<file path="config.mk">
export PLATFORM = sky130hd
export DESIGN_NAME = nor_flash_command_sequencer
export DESIGN_NICKNAME = d
export VERILOG_FILES = /design/src/hw/rtl/nfcs_pkg.sv /design/src/hw/rtl/nor_flash_command_sequencer.sv /design/src/hw/rtl/nfcs_cfg.sv /design/src/hw/rtl/nfcs_ctrl.sv /design/src/hw/rtl/nfcs_emit.sv
export SDC_FILE = /design/constraint.sdc
export NUM_CORES = 1
export LEC_CHECK = 0
export BUFFER_PORTS_ARGS = -buffer_cell sky130_fd_sc_hd__buf_2
export CAP_MARGIN = 10
export CORE_MARGIN = 5
export CORE_UTILIZATION = 50
export DETAILED_ROUTE_END_ITERATION = 12
export PLACE_DENSITY = 0.7
export SYNTH_ARGS = -nofsm -noshare
export SYNTH_HDL_FRONTEND = slang
export SYNTH_SLANG_ARGS = --single-unit
</file>
<file path="constraint.sdc">
create_clock -name clk -period 5.9 [get_ports clk]
set_input_delay 0.295 -clock clk [delete_from_list [all_inputs] [get_ports clk]]
set_output_delay 0.295 -clock clk [all_outputs]
set_load 0.02 [all_outputs]
</file>
<file path="src/hw/rtl/nfcs_pkg.sv">
// Shared types, command codes and write scripts for the NOR flash command sequencer.
// Used by every module under hw/rtl; depends on nothing.
package nfcs_pkg;

	// Offset width default and register reset values.
	localparam int unsigned NFCS_OFFSET_BITS = 23;
	localparam logic [19:0] POLL_LIMIT_RESET = 20'd150000;
	localparam logic [31:0] BASE_RESET = 32'h0000_0000;

	// Command codes of an input item.
	localparam logic [2:0] CMD_SECTOR_ERASE = 3'd0;
	localparam logic [2:0] CMD_BLOCK_ERASE = 3'd1;
	localparam logic [2:0] CMD_PROGRAM = 3'd2;
	localparam logic [2:0] CMD_READ_ID = 3'd3;
	localparam logic [2:0] CMD_READ_RESP = 3'd4;

	// Result kinds.
	localparam logic [1:0] KIND_WRITE = 2'd0;
	localparam logic [1:0] KIND_READ = 2'd1;
	localparam logic [1:0] KIND_DONE = 2'd2;

	// Status codes on a done item.
	localparam logic STATUS_OK = 1'b0;
	localparam logic STATUS_TIMEOUT = 1'b1;

	// Configuration register indexes (byte address 4*i).
	localparam logic REG_POLL_LIMIT = 1'b0;
	localparam logic REG_BASE = 1'b1;

	// Unlock addresses relative to the base, toggle bit position.
	localparam logic [31:0] ADDR_UNLOCK_A = 32'h0000_aaaa;
	localparam logic [31:0] ADDR_UNLOCK_B = 32'h0000_5554;
	localparam logic [31:0] ADDR_ID_HIGH = 32'h0000_0002;
	localparam int unsigned TOGGLE_BIT = 6;

	typedef struct packed {
		logic [2:0]  command;
		logic [22:0] flash_offset;
		logic [15:0] write_word;
		logic [15:0] read_word;
	} in_item_t;

	typedef struct packed {
		logic [1:0]  kind;
		logic [31:0] bus_address;
		logic [15:0] bus_data;
		logic        status;
		logic [31:0] id_value;
		logic        last;
	} out_item_t;

	// One run of result items.
	typedef enum logic [2:0] {
		SCR_SECTOR,
		SCR_BLOCK,
		SCR_PROGRAM,
		SCR_ID_ENTRY,
		SCR_ID_EXIT,
		SCR_POLL_READ,
		SCR_ID2_READ,
		SCR_DONE
	} script_t;

	// Values a run draws on besides the base address.
	typedef struct packed {
		logic [31:0] addr;
		logic [15:0] wdata;
		logic [31:0] id;
		logic        status;
	} ctx_t;

	// Run request from the controller to the emitter.
	typedef struct packed {
		logic    valid;
		script_t script;
		ctx_t    ctx;
	} start_t;

	// Number of result items in a run.
	function automatic logic [2:0] script_len(script_t scr);
		logic [2:0] n;
		unique case (scr)
			SCR_SECTOR, SCR_BLOCK:    n = 3'd7;
			SCR_PROGRAM:              n = 3'd5;
			SCR_ID_ENTRY, SCR_ID_EXIT: n = 3'd4;
			default:                  n = 3'd1;
		endcase
		return n;
	endfunction

	// Relative address of the unlock writes; step 1 and 4 hit the second address.
	function automatic logic [31:0] unlock_rel(logic [2:0] idx);
		logic [31:0] a;
		if (idx == 3'd1 || idx == 3'd4)
			a = ADDR_UNLOCK_B;
		else
			a = ADDR_UNLOCK_A;
		return a;
	endfunction

	// Data words of the erase scripts, wide form for sector and narrow for block.
	function automatic logic [15:0] erase_data(logic wide, logic [2:0] idx);
		logic [15:0] d;
		unique case (idx)
			3'd0, 3'd3: d = wide ? 16'haaaa : 16'h00aa;
			3'd1, 3'd4: d = wide ? 16'h5555 : 16'h0055;
			3'd2:       d = wide ? 16'h8080 : 16'h0080;
			default:    d = wide ? 16'h3030 : 16'h0050;
		endcase
		return d;
	endfunction

	// Result item at one step of a run.
	function automatic out_item_t script_entry(script_t scr, logic [2:0] idx, ctx_t ctx,
			logic [31:0] base);
		out_item_t r;
		logic [31:0] unlock_addr;
		unlock_addr = base + unlock_rel(idx);
		r = '0;
		r.last = (idx == script_len(scr) - 3'd1);
		unique case (scr)
			SCR_SECTOR, SCR_BLOCK: begin
				if (idx == 3'd6) begin
					r.kind = KIND_READ;
					r.bus_address = ctx.addr;
				end else begin
					r.kind = KIND_WRITE;
					r.bus_address = (idx == 3'd5) ? ctx.addr : unlock_addr;
					r.bus_data = erase_data(scr == SCR_SECTOR, idx);
				end
			end
			SCR_PROGRAM: begin
				unique case (idx)
					3'd0: begin
						r.bus_address = unlock_addr;
						r.bus_data = 16'haaaa;
					end
					3'd1: begin
						r.bus_address = unlock_addr;
						r.bus_data = 16'h5555;
					end
					3'd2: begin
						r.bus_address = unlock_addr;
						r.bus_data = 16'ha0a0;
					end
					3'd3: begin
						r.bus_address = ctx.addr;
						r.bus_data = ctx.wdata;
					end
					default: begin
						r.kind = KIND_READ;
						r.bus_address = ctx.addr;
					end
				endcase
			end
			SCR_ID_ENTRY, SCR_ID_EXIT: begin
				if (idx == 3'd3) begin
					if (scr == SCR_ID_ENTRY) begin
						r.kind = KIND_READ;
						r.bus_address = base;
					end else begin
						r.kind = KIND_DONE;
						r.id_value = ctx.id;
					end
				end else begin
					r.kind = KIND_WRITE;
					r.bus_address = unlock_addr;
					unique case (idx)
						3'd0:    r.bus_data = 16'h00aa;
						3'd1:    r.bus_data = 16'h0055;
						default: r.bus_data = (scr == SCR_ID_ENTRY) ? 16'h0090 : 16'h00f0;
					endcase
				end
			end
			SCR_POLL_READ, SCR_ID2_READ: begin
				r.kind = KIND_READ;
				r.bus_address = ctx.addr;
			end
			default: begin
				r.kind = KIND_DONE;
				r.status = ctx.status;
			end
		endcase
		return r;
	endfunction

endpackage

</file>
<file path="src/hw/rtl/nor_flash_command_sequencer.sv">
// Top level of the NOR flash command sequencer: input register, decode, run emitter.
// Depends on nfcs_pkg, nfcs_cfg, nfcs_ctrl and nfcs_emit.
//
//  channel  | signals                                  | moves
//  in       | in_valid, in_ready, in_item              | one command or read response item
//  out      | out_valid, out_ready, out_item           | one bus write, read request or done
//  cfg      | psel, penable, pwrite, paddr, pwdata ... | poll limit at 0, base address at 4
//
// An item waits in the input register until it is decoded; its first result then goes
// to the result register. Single-result items sustain one item per cycle while the
// output is not stalled; a run of up to seven results holds the input register, and the
// script sequencer emits one result per cycle while the output is not stalled. Reset
// clears the phase, the polling state and both valid flags. A stalled output holds the
// result register and, through it, the input register.
module nor_flash_command_sequencer import nfcs_pkg::*; #(
	parameter int unsigned OFFSET_BITS = NFCS_OFFSET_BITS
) (
	input  logic        clk,
	input  logic        arst_n,
	input  logic        in_valid,
	output logic        in_ready,
	input  in_item_t    in_item,
	output logic        out_valid,
	input  logic        out_ready,
	output out_item_t   out_item,
	input  logic        psel,
	input  logic        penable,
	input  logic        pwrite,
	input  logic [2:0]  paddr,
	input  logic [31:0] pwdata,
	output logic [31:0] prdata,
	output logic        pready
);

	logic        valid_s1;
	in_item_t    item_s1;
	logic        consume;
	logic        busy;
	logic        out_free;
	logic [19:0] poll_limit;
	logic [31:0] base_address;
	start_t      start;

	// The registered item is decoded once no run is pending and the result register frees.
	assign consume = valid_s1 && !busy && out_free;
	assign in_ready = !valid_s1 || consume;

	// Input register.
	always_ff @(posedge clk or negedge arst_n) begin
		if (!arst_n)
			valid_s1 <= 1'b0;
		else if (in_ready)
			valid_s1 <= in_valid;
	end

	always_ff @(posedge clk) begin
		if (in_ready && in_valid)
			item_s1 <= in_item;
	end

	nfcs_cfg u_cfg (
		.clk          (clk),
		.arst_n       (arst_n),
		.psel         (psel),
		.penable      (penable),
		.pwrite       (pwrite),
		.paddr        (paddr),
		.pwdata       (pwdata),
		.prdata       (prdata),
		.pready       (pready),
		.poll_limit   (poll_limit),
		.base_address (base_address)
	);

	nfcs_ctrl #(
		.OFFSET_BITS (OFFSET_BITS)
	) u_ctrl (
		.clk          (clk),
		.arst_n       (arst_n),
		.item_s1      (item_s1),
		.consume      (consume),
		.poll_limit   (poll_limit),
		.base_address (base_address),
		.start        (start)
	);

	nfcs_emit u_emit (
		.clk          (clk),
		.arst_n       (arst_n),
		.start        (start),
		.base_address (base_address),
		.out_ready    (out_ready),
		.out_valid    (out_valid),
		.out_item     (out_item),
		.busy         (busy),
		.out_free     (out_free)
	);

endmodule

</file>
<file path="src/hw/rtl/nfcs_cfg.sv">
// Configuration registers (poll limit, base address) behind the APB-style port.
// Depends on nfcs_pkg for reset values and register indexes.
module nfcs_cfg import nfcs_pkg::*; (
	input  logic        clk,
	input  logic        arst_n,
	input  logic        psel,
	input  logic        penable,
	input  logic        pwrite,
	input  logic [2:0]  paddr,
	input  logic [31:0] pwdata,
	output logic [31:0] prdata,
	output logic        pready,
	output logic [19:0] poll_limit,
	output logic [31:0] base_address
);

	logic [19:0] poll_limit_q;
	logic [31:0] base_q;
	logic        wr_en;

	assign pready = 1'b1;
	assign wr_en = psel && penable && pwrite;

	// Register writes in the access cycle.
	always_ff @(posedge clk or negedge arst_n) begin
		if (!arst_n) begin
			poll_limit_q <= POLL_LIMIT_RESET;
			base_q <= BASE_RESET;
		end else if (wr_en) begin
			if (paddr[2] == REG_POLL_LIMIT)
				poll_limit_q <= pwdata[19:0];
			else
				base_q <= pwdata;
		end
	end

	// Read data.
	assign prdata = (paddr[2] == REG_BASE) ? base_q : {12'd0, poll_limit_q};

	assign poll_limit = poll_limit_q;
	assign base_address = base_q;

endmodule

</file>
<file path="src/hw/rtl/nfcs_ctrl.sv">
// Command decode and polling state: makes a run request of each item the phase accepts.
// Depends on nfcs_pkg for item types, codes and the run request struct.
module nfcs_ctrl import nfcs_pkg::*; #(
	parameter int unsigned OFFSET_BITS = NFCS_OFFSET_BITS
) (
	input  logic        clk,
	input  logic        arst_n,
	input  in_item_t    item_s1,
	input  logic        consume,
	input  logic [19:0] poll_limit,
	input  logic [31:0] base_address,
	output start_t      start
);

	localparam logic [31:0] OFF_MASK = 32'((64'd1 << OFFSET_BITS) - 64'd1);

	typedef enum logic [2:0] {
		PH_IDLE,
		PH_POLL_FIRST,
		PH_POLL_NEXT,
		PH_ID_LOW,
		PH_ID_HIGH
	} phase_t;

	phase_t      phase_q, phase_d;
	logic        prev_tog_q, prev_tog_d;
	logic [19:0] poll_cnt_q, poll_cnt_d;
	logic [31:0] poll_addr_q, poll_addr_d;
	logic [15:0] id_low_q, id_low_d;
	logic [19:0] cnt_inc;
	logic [31:0] target;
	logic        tog;

	assign target = base_address + ({9'd0, item_s1.flash_offset} & OFF_MASK);
	assign tog = item_s1.read_word[TOGGLE_BIT];
	assign cnt_inc = poll_cnt_q + 20'd1;

	// Decode the item against the current phase.
	always_comb begin
		phase_d = phase_q;
		prev_tog_d = prev_tog_q;
		poll_cnt_d = poll_cnt_q;
		poll_addr_d = poll_addr_q;
		id_low_d = id_low_q;
		start = '0;
		start.script = SCR_DONE;
		if (item_s1.command <= CMD_READ_ID) begin
			if (phase_q == PH_IDLE) begin
				start.valid = 1'b1;
				start.ctx.addr = target;
				start.ctx.wdata = item_s1.write_word;
				poll_addr_d = target;
				poll_cnt_d = '0;
				phase_d = PH_POLL_FIRST;
				unique case (item_s1.command)
					CMD_SECTOR_ERASE: start.script = SCR_SECTOR;
					CMD_BLOCK_ERASE:  start.script = SCR_BLOCK;
					CMD_PROGRAM:      start.script = SCR_PROGRAM;
					default: begin
						start.script = SCR_ID_ENTRY;
						poll_addr_d = poll_addr_q;
						poll_cnt_d = poll_cnt_q;
						phase_d = PH_ID_LOW;
					end
				endcase
			end
		end else if (item_s1.command == CMD_READ_RESP) begin
			unique case (phase_q)
				PH_POLL_FIRST: begin
					start.valid = 1'b1;
					prev_tog_d = tog;
					poll_cnt_d = '0;
					if (poll_limit == 20'd0) begin
						start.script = SCR_DONE;
						start.ctx.status = STATUS_TIMEOUT;
						phase_d = PH_IDLE;
					end else begin
						start.script = SCR_POLL_READ;
						start.ctx.addr = poll_addr_q;
						phase_d = PH_POLL_NEXT;
					end
				end
				PH_POLL_NEXT: begin
					start.valid = 1'b1;
					if (tog == prev_tog_q) begin
						start.script = SCR_DONE;
						start.ctx.status = STATUS_OK;
						phase_d = PH_IDLE;
					end else begin
						prev_tog_d = tog;
						poll_cnt_d = cnt_inc;
						if (cnt_inc >= poll_limit) begin
							start.script = SCR_DONE;
							start.ctx.status = STATUS_TIMEOUT;
							phase_d = PH_IDLE;
						end else begin
							start.script = SCR_POLL_READ;
							start.ctx.addr = poll_addr_q;
						end
					end
				end
				PH_ID_LOW: begin
					start.valid = 1'b1;
					id_low_d = item_s1.read_word;
					start.script = SCR_ID2_READ;
					start.ctx.addr = base_address + ADDR_ID_HIGH;
					phase_d = PH_ID_HIGH;
				end
				PH_ID_HIGH: begin
					start.valid = 1'b1;
					start.script = SCR_ID_EXIT;
					start.ctx.id = {item_s1.read_word, id_low_q};
					phase_d = PH_IDLE;
				end
				default: phase_d = PH_IDLE;
			endcase
		end
		if (!consume)
			start.valid = 1'b0;
	end

	// Phase and polling state advance when the item leaves the input register.
	always_ff @(posedge clk or negedge arst_n) begin
		if (!arst_n) begin
			phase_q <= PH_IDLE;
			prev_tog_q <= 1'b0;
			poll_cnt_q <= '0;
			poll_addr_q <= '0;
			id_low_q <= '0;
		end else if (consume) begin
			phase_q <= phase_d;
			prev_tog_q <= prev_tog_d;
			poll_cnt_q <= poll_cnt_d;
			poll_addr_q <= poll_addr_d;
			id_low_q <= id_low_d;
		end
	end

endmodule

</file>
<file path="src/hw/rtl/nfcs_emit.sv">
// Run sequencer and result register: emits one result item per cycle from a script while the output is not stalled.
// Depends on nfcs_pkg for the scripts and the result item type.
module nfcs_emit import nfcs_pkg::*; (
	input  logic        clk,
	input  logic        arst_n,
	input  start_t      start,
	input  logic [31:0] base_address,
	input  logic        out_ready,
	output logic        out_valid,
	output out_item_t   out_item,
	output logic        busy,
	output logic        out_free
);

	logic       out_valid_q;
	out_item_t  out_item_q;
	logic       run_act_q;
	logic [2:0] run_idx_q;
	script_t    run_script_q;
	ctx_t       run_ctx_q;
	logic       emit_run;
	logic       emit_new;
	out_item_t  cur;

	assign out_free = !out_valid_q || out_ready;
	assign emit_run = run_act_q && out_free;
	assign emit_new = !run_act_q && start.valid;

	// Next result from the active run, or the first one of a new run.
	always_comb begin
		if (run_act_q)
			cur = script_entry(run_script_q, run_idx_q, run_ctx_q, base_address);
		else
			cur = script_entry(start.script, 3'd0, start.ctx, base_address);
	end

	// Output valid and run progress.
	always_ff @(posedge clk or negedge arst_n) begin
		if (!arst_n) begin
			out_valid_q <= 1'b0;
			run_act_q <= 1'b0;
			run_idx_q <= '0;
		end else if (emit_run) begin
			out_valid_q <= 1'b1;
			if (cur.last)
				run_act_q <= 1'b0;
			run_idx_q <= run_idx_q + 3'd1;
		end else if (emit_new) begin
			out_valid_q <= 1'b1;
			run_act_q <= !cur.last;
			run_idx_q <= 3'd1;
		end else if (out_ready) begin
			out_valid_q <= 1'b0;
		end
	end

	// Result payload and run context.
	always_ff @(posedge clk) begin
		if (emit_run || emit_new)
			out_item_q <= cur;
		if (emit_new) begin
			run_script_q <= start.script;
			run_ctx_q <= start.ctx;
		end
	end

	assign out_valid = out_valid_q;
	assign out_item = out_item_q;
	assign busy = run_act_q;

endmodule
</file>
==> results.py, run 1 <==
metrics = {
    "cells_and_area": {
        "n_fill_cell": 3156,
        "multiInputGateArea_um2": 8781,
        "ff_latch_area_um2": 10050,
        "num-nets-final": 2220,
        "design_area_um2": 23210,
        "areaGrowthSynthToFinish_pct": 19.61,
        "drive_above_1_share_pct": 20.82,
    },
    "power": {
        "swShare_pct": 39.50,
        "intPower_mw": 6.718,
        "p_per_area_nw_per_um2": 478.4,
        "power_leakage_nw": 9.560,
        "power.switching_mw": 4.387,
        "vdd_drop_max_uv": 264.2,
        "clockPowerShare_pct": 23.2,
        "finalPower_mw": 11.11,
        "pwr-share-comb_pct": 39.4,
        "pwr-share-seq_pct": 37.4,
    },
    "setup_path": {
        "critPathLaunch": "u_ctrl.poll_cnt_q[2]",
        "required_ns": 6.19,
        "cp_top_family": "compound AO/OA/AOI/OAI gates",
        "crit_fanout": 20,
        "r2r_start": "u_ctrl.poll_cnt_q[2]",
        "cpMaxStageDelayCell": "nor4_1",
        "critPathBufInv": 1,
        "cp-start-kind": "flop",
        "arrival_ns": 5.47,
        "cp_cell_sequence": "nand3_1 -> nor4_1 -> and3_1 -> and2_1 -> nand2_1 -> xnor2_1 -> ha_1 -> o2111ai_1 -> a311oi_1 -> nor2_1 -> a31oi_2 -> o21a_1 -> nor2_1 -> buf_4 -> a221o_1 -> a221o_1",
        "cp-end-kind": "flop",
        "slowest_delay_ns": 0.66,
        "worstSetupPathType": "flop to flop",
    },
    "clock_network": {
        "clk_latency_ns": 0.57,
        "path_clk_slew_ns": 0.06,
        "cts.sinks": 356,
        "root_buffer": "clkbuf_16",
        "clockBufferDepth": 3,
        "htreeDepth": 2,
        "cts_tree": "built",
        "numCtsBuffers": 40,
    },
    "logic_synthesis": {
        "synth-adder-area-share_pct": 4.397,
        "synth-seq-area-share_pct": 51.79,
        "synth.distinct_cells": 88,
        "yosys.area_share.simple_pct": 14.36,
        "synth_xor_area_share_pct": 5.236,
        "synth_seq_cells": 356,
        "ys_warn_count": 0,
        "syn_nets": 1953,
        "netlist_area_um2": 19400,
        "syn_inst": 1786,
        "synth_top_family_by_area": "compound AO/OA/AOI/OAI gates",
        "synthFlopType": "edfxtp_1",
        "muxShareOfSynthArea_pct": 5.436,
        "async_flop_share_pct": 36.52,
        "avgSynthCellArea_um2": 10.86,
        "synth-compound-area-share_pct": 15.68,
        "synth_edf_count": 226,
    },
    "place": {
        "hpwl_mm": 37.12,
        "routabilityCongestion": 0.9058,
        "io_buffers": 215,
        "placed_area_um2": 20910,
    },
    "sta": {
        "clock_skew_ns": 0.02394,
        "hold_viol": 0,
        "tns_ns": 0,
        "fmax_mhz": 193.1,
        "rsz0062_at_grt": "false",
        "whs_ns": 0.1345,
        "max_slew.worst_pin.slew_ns": 1.170,
        "setup_viol": 0,
        "final_max_slew_viol_count": 0,
        "fin_crit_sh_pct": 87.77,
        "relSlewSlack_pct": 21.65,
        "min_period_ns": 5.179,
    },
    "floorplanning": {
        "core_area_um2": 38560,
        "initial_core_util_pct": 50.33,
        "die_y_um": 207,
        "io_pins": 219,
        "rows": 72,
        "die_x_um": 207,
        "die_area_um2": 42850,
    },
    "detailed_routing": {
        "firstDrtPassIters": 7,
        "drt-initial-drc-count": 1475,
        "final_antenna_net_count": 0,
        "vias": 15350,
        "wl_per_cell_um": 21.16,
        "finalWirelength_mm": 55.11,
        "drc_errors": 0,
        "vias_per_cell": 5.894,
    },
    "grt": {
        "grt_pass1_wl_mm": 86.97,
        "antenna_found_initial": 0,
        "grt_overflow": 0,
        "grt_util_all_layers_pct": 25.14,
        "grt_max_degree": 70,
        "first_global_vias": 15420,
    },
    "job": {
        "cap_violations": 0,
    },
    "run_status": {
        "outcome": "finished, final reports clean",
    },
    "hold_path": {
        "min_path_type": "input port to flop",
        "min_from": "out_ready",
    },
}
==> logic make-up after synthesis <==
kind of cell | after synthesis
compound gates | 436
xor+xnor | 116
fa+ha+maj | 67
buf+inv | 150
flops | 356
mux | 94
other cells | 1
simple gates | 566
==> Yosys cell counts (all sizes together), types with 13 or more instances <==
cell	instances	area share (%)
a21o	26	1.0
a21oi	87	2.4
a221o	39	2.0
a222oi	15	0.77
a22oi	15	0.58
and2	104	3.4
and3	17	0.55
buf	27	0.70
clkbuf	79	1.5
dfrtp	122	16
edfxtp	226	35
ha	65	4.2
inv	44	0.85
mux2	91	5.3
nand2	167	3.2
nand2b	13	0.42
nand3	46	1.2
nor2	123	2.4
nor3	28	0.72
o211ai	13	0.50
o21ai	122	3.2
xnor2	61	2.8
xor2	55	2.5
==> worst reg2reg max path: stages (launching register included) <==
cell and delay, ns:
dfrtp_1 0.44, nand3_1 0.16, nor4_1 0.66, and3_1 0.33, and2_1 0.25, nand2_1 0.10
xnor2_1 0.16, ha_1 0.35, o2111ai_1 0.12, a311oi_1 0.29, nor2_1 0.09, a31oi_2 0.42
o21a_1 0.28, nor2_1 0.18, buf_4 0.29, a221o_1 0.41, a221o_1 0.39
==> routing by layer <==
metal / global-route usage [%] / vias to the layer above / share of wire (%)
met3: 6.415 / 121 / 8.7
li1: - / 7141 / -
met2: 41.08 / 683 / 47
met1: 33.32 / 7403 / 41
met5: 0 / - / 0
met4: 7.706 / 0 / 2.9
==> flip-flops by register name, summed over array words and instances, names as in the netlist, 3 cells and up <==
signal,cells
u_emit.run_idx_q,3
u_cfg.poll_limit,20
u_emit.out_item,84
u_cfg.base_address,32
u_emit.run_script_q,3
u_ctrl.id_low_q,16
u_ctrl.poll_cnt_q,20
item_s1,58
u_ctrl.poll_addr_q,32
u_ctrl.phase_q,3
u_emit.run_ctx_q,81
==> cells in the final DEF (no fill, tap or decap), types with 22 or more instances in the layout <==
cell type      netlist  layout
dfrtp_1            122     122
xor2_1              55      55
mux2_2              91      91
edfxtp_1           226     226
clkbuf_16            0      40
nand3_1             46      46
nand2_1            167     166
nor3_1              28      28
inv_1               44      43
xnor2_1             61      61
o21ai_0            116     116
a21o_1              26      26
ha_1                65      65
and2_1             104     103
buf_2               13     214
a221o_1             39      39
a21oi_1             84      84
buf_4                3      22
dlygate4sd3_1        0      92
nor2_1             123     123
==> stage by stage <==
stage               setup slack (ns)  instances  utilization, %
global route                  0.3885       2603           60.19
detailed placement            0.8558       2436           54.24
CTS                           0.8378       2602           60.16
global placement              0.9855       2436           54.24
finish                        0.7215       2604           60.20
floorplan                      1.680       1786               -
==> repair_timing <==
action                                 in CTS  in global routing
hold buffers                               92                  0
endpoints found under the hold margin     164                  0
resized for setup                           0                  0
buffers inserted                            0                  0
==> layout make-up <==
| type | instances | share of cell area (%) |
|---|---|---|
| tap | 518 | 2.792 |
| inverter | 44 | 0.7169 |
| clock inverter | 21 | 1.181 |
| sequential | 356 | 43.30 |
| timing repair buffer | 331 | 9.477 |
| antenna | 1 | 0.01078 |
| clock buffer | 53 | 4.695 |
| multi-input combinational | 1280 | 37.83 |
==> power groups by stage <==
| stage | logic [mW] | registers (mW) | clock network (mW) |
|---|---|---|---|
| after floorplan | 2.82 | 4.27 | 0 |
| after global placement | 4.17 | 4.17 | 0 |
| after detailed placement | 4.27 | 4.19 | 0 |
| after CTS | 4.34 | 4.14 | 2.63 |
| after global routing | 4.74 | 4.24 | 2.73 |
| final | 4.38 | 4.15 | 2.57 |
==> final timing paths <==
kind	endpoint	slack, ns	cells after the start
worst max-delay path	u_emit.out_item[58]	0.72	16
worst min-delay path	u_emit.out_valid	0.13	3
worst max register to register	u_emit.out_item[58]	0.72	16
worst min register to register	u_ctrl.poll_addr_q[24]	0.49	2
max in group asynchronous	u_cfg.base_address[28]	4.13	3
min in group asynchronous	u_cfg.base_address[20]	0.27	2
(Power assumes the default switching activity.)
==> inputs of run 2 (changes only) <==
Settings changed: CORE_UTILIZATION 50 to 35, PLACE_DENSITY 0.7 to not set.
==> results.py, run 2 (synthesis results as in run 1) <==
metrics = {
    "cells_and_area": {
        "final_cell_mix": "edfxtp_1 (226), buf_2 (214), nand2_1 (166)",
        "n_fill_cell": 5139,
        "ff_latch_area_um2": 10050,
        "final_cells": 2836,
        "num-nets-final": 2221,
        "largest_register_ffs": 84,
        "layout_commonest_cell": "edfxtp_1",
        "multiInputGateArea_um2": 8792,
        "drive_above_1_share_pct": 20.83,
        "insertedDiodeCount": 0,
        "design_area_um2": 23540,
        "areaGrowthSynthToFinish_pct": 21.32,
    },
    "detailed_routing": {
        "vias": 15270,
        "drc_errors": 0,
        "firstDrtPassIters": 6,
        "final_antenna_net_count": 0,
        "vias_per_cell": 5.385,
        "drt-initial-drc-count": 1494,
        "finalWirelength_mm": 58.38,
        "wl_per_cell_um": 20.58,
    },
    "grt": {
        "grt_overflow": 0,
        "grt_max_degree": 74,
        "grt_util_all_layers_pct": 18.80,
        "antenna_found_initial": 0,
        "grt_pass1_wl_mm": 89.09,
        "first_global_vias": 15150,
    },
    "power": {
        "power_leakage_nw": 9.584,
        "vdd_drop_max_uv": 270.7,
        "finalPower_mw": 11.21,
        "p_per_area_nw_per_um2": 476.1,
    },
    "place": {
        "hpwl_mm": 39.66,
        "placed_area_um2": 21190,
        "routabilityCongestion": 0.9067,
        "dp_cells": 2665,
        "io_buffers": 215,
        "place_ws_ns": 0.9498,
    },
    "sta": {
        "hold_viol": 0,
        "fin_crit_sh_pct": 85.46,
        "final_max_slew_viol_count": 0,
        "setup_viol": 0,
        "fmax_mhz": 198.3,
        "rsz0062_at_grt": "false",
        "relSlewSlack_pct": 20.20,
        "min_period_ns": 5.042,
        "clock_skew_ns": 0.03287,
        "tns_ns": 0,
        "worst_slack_ns": 0.8581,
        "max_slew.worst_pin.slew_ns": 1.188,
    },
    "floorplanning": {
        "die_area_um2": 60250,
        "initial_core_util_pct": 35.29,
        "die_x_um": 245.5,
        "rows": 86,
        "io_pins": 219,
        "core_area_um2": 54990,
        "die_y_um": 245.5,
    },
    "setup_path": {
        "cp-end-kind": "flop",
        "critPathBufInv": 1,
        "required_ns": 6.29,
        "cpMaxStageDelayCell": "or4_1",
        "worstSetupPathType": "flop to flop",
        "crit_fanout": 20,
        "slowest_delay_ns": 0.63,
        "arrival_ns": 5.43,
        "regToRegSetupSlack_ns": 0.86,
        "cp_cell_sequence": "ha_1 -> nand2_1 -> nor2_1 -> and3_1 -> and3_1 -> nand3_1 -> nor2_1 -> xor2_1 -> ha_1 -> a41oi_1 -> nand3_1 -> a21oi_1 -> a31oi_2 -> or4_1 -> a31oi_4 -> buf_4 -> a22oi_1 -> o211ai_1",
        "cp-start-kind": "flop",
        "cp_top_family": "simple AND/OR/NAND/NOR gates",
    },
    "clock_network": {
        "cts_tree": "built",
        "cts.sinks": 356,
        "root_buffer": "clkbuf_16",
        "clk_latency_ns": 0.59,
        "numCtsBuffers": 42,
        "clockBufferDepth": 3,
        "postCtsResizedCells": 0,
        "path_clk_slew_ns": 0.06,
        "htreeDepth": 2,
    },
    "hold_path": {
        "min_path_type": "input port to flop",
    },
    "job": {
        "cap_violations": 0,
    },
    "run_status": {
        "outcome": "finished, final reports clean",
    },
}
run 2: changes by cell type in the layout (fill, tap and decap cells not counted), moves of 3 or more:
| cell | delta |
|---|---|
| clkbuf_1 | +3 |
| clkbuf_16 | +3 |
| clkinv_8 | -3 |
| bufinv_16 | -3 |
| clkbuf_8 | +3 |
run 2: final cells by class:
type | instances | area share (%)
timing repair buffer | 330 | 9.259
clock buffer | 62 | 5.171
tap | 748 | 3.976
inverter | 44 | 0.7069
sequential | 356 | 42.69
multi-input combinational | 1280 | 37.35
clock inverter | 16 | 0.8504
run 2: through the flow:
stage	hold WS, ns	utilization, %
6_report	0.1160	42.81
5_1_grt	0.1135	42.81
4_1_cts	0.06810	42.79
3_5_place_dp	0.3957	38.54
3_3_place_gp	0.3887	38.54
2_1_floorplan	-0.0005911	-
run 2: worst register-to-register path, delay by kind of cell (launching register included):
kind	cells	cell delay, ns
AND/OR/NAND/NOR	8	2.04
AO/OA/AOI/OAI	6	1.22
adder cells (fa/ha/maj)	2	0.56
flip-flops	1	0.44
buffers and inverters	1	0.40
XOR/XNOR	1	0.21
run 2: timing repair:
action / CTS / global route
hold buffers: 92 / 0
setup endpoints to repair: 0 / 0
hold endpoints to repair: 175 / 0
buffers inserted: 0 / 0
run 2: path summary, 6_finish.rpt:
| check | start | to | cells past startpoint |
|---|---|---|---|
| hold reg to reg | u_ctrl.poll_addr_q[29] | u_ctrl.poll_addr_q[29] | 2 |
| setup reg to reg | u_ctrl.poll_cnt_q[0] | u_emit.out_item[70] | 18 |
| hold / removal | out_ready | u_emit.out_valid | 3 |
| setup / recovery | u_ctrl.poll_cnt_q[0] | u_emit.out_item[70] | 18 |
| max in group asynchronous | arst_n | u_ctrl.poll_cnt_q[10] | 3 |
| min in group asynchronous | arst_n | u_cfg.base_address[31] | 2 |
run 2: where the power goes:
| part | total (mW) | internal [mW] | switching [mW] | leakage [nW] |
|---|---|---|---|---|
| combinational | 4.38 | 1.60 | 2.78 | 5.11 |
| clock | 2.64 | 1.54 | 1.10 | 0.694 |
| sequential | 4.18 | 3.59 | 0.593 | 3.78 |
run 2: routing by layer:
| layer | GRT usage, % | vias up | wire [um] |
|---|---|---|---|
| li1 | - | 7137 | - |
| met1 | 25.41 | 7471 | 24900 |
| met2 | 31.75 | 577 | 27990 |
| met3 | 2.870 | 86 | 4151 |
| met4 | 5.071 | 0 | 1331 |
| met5 | 0 | - | 0 |
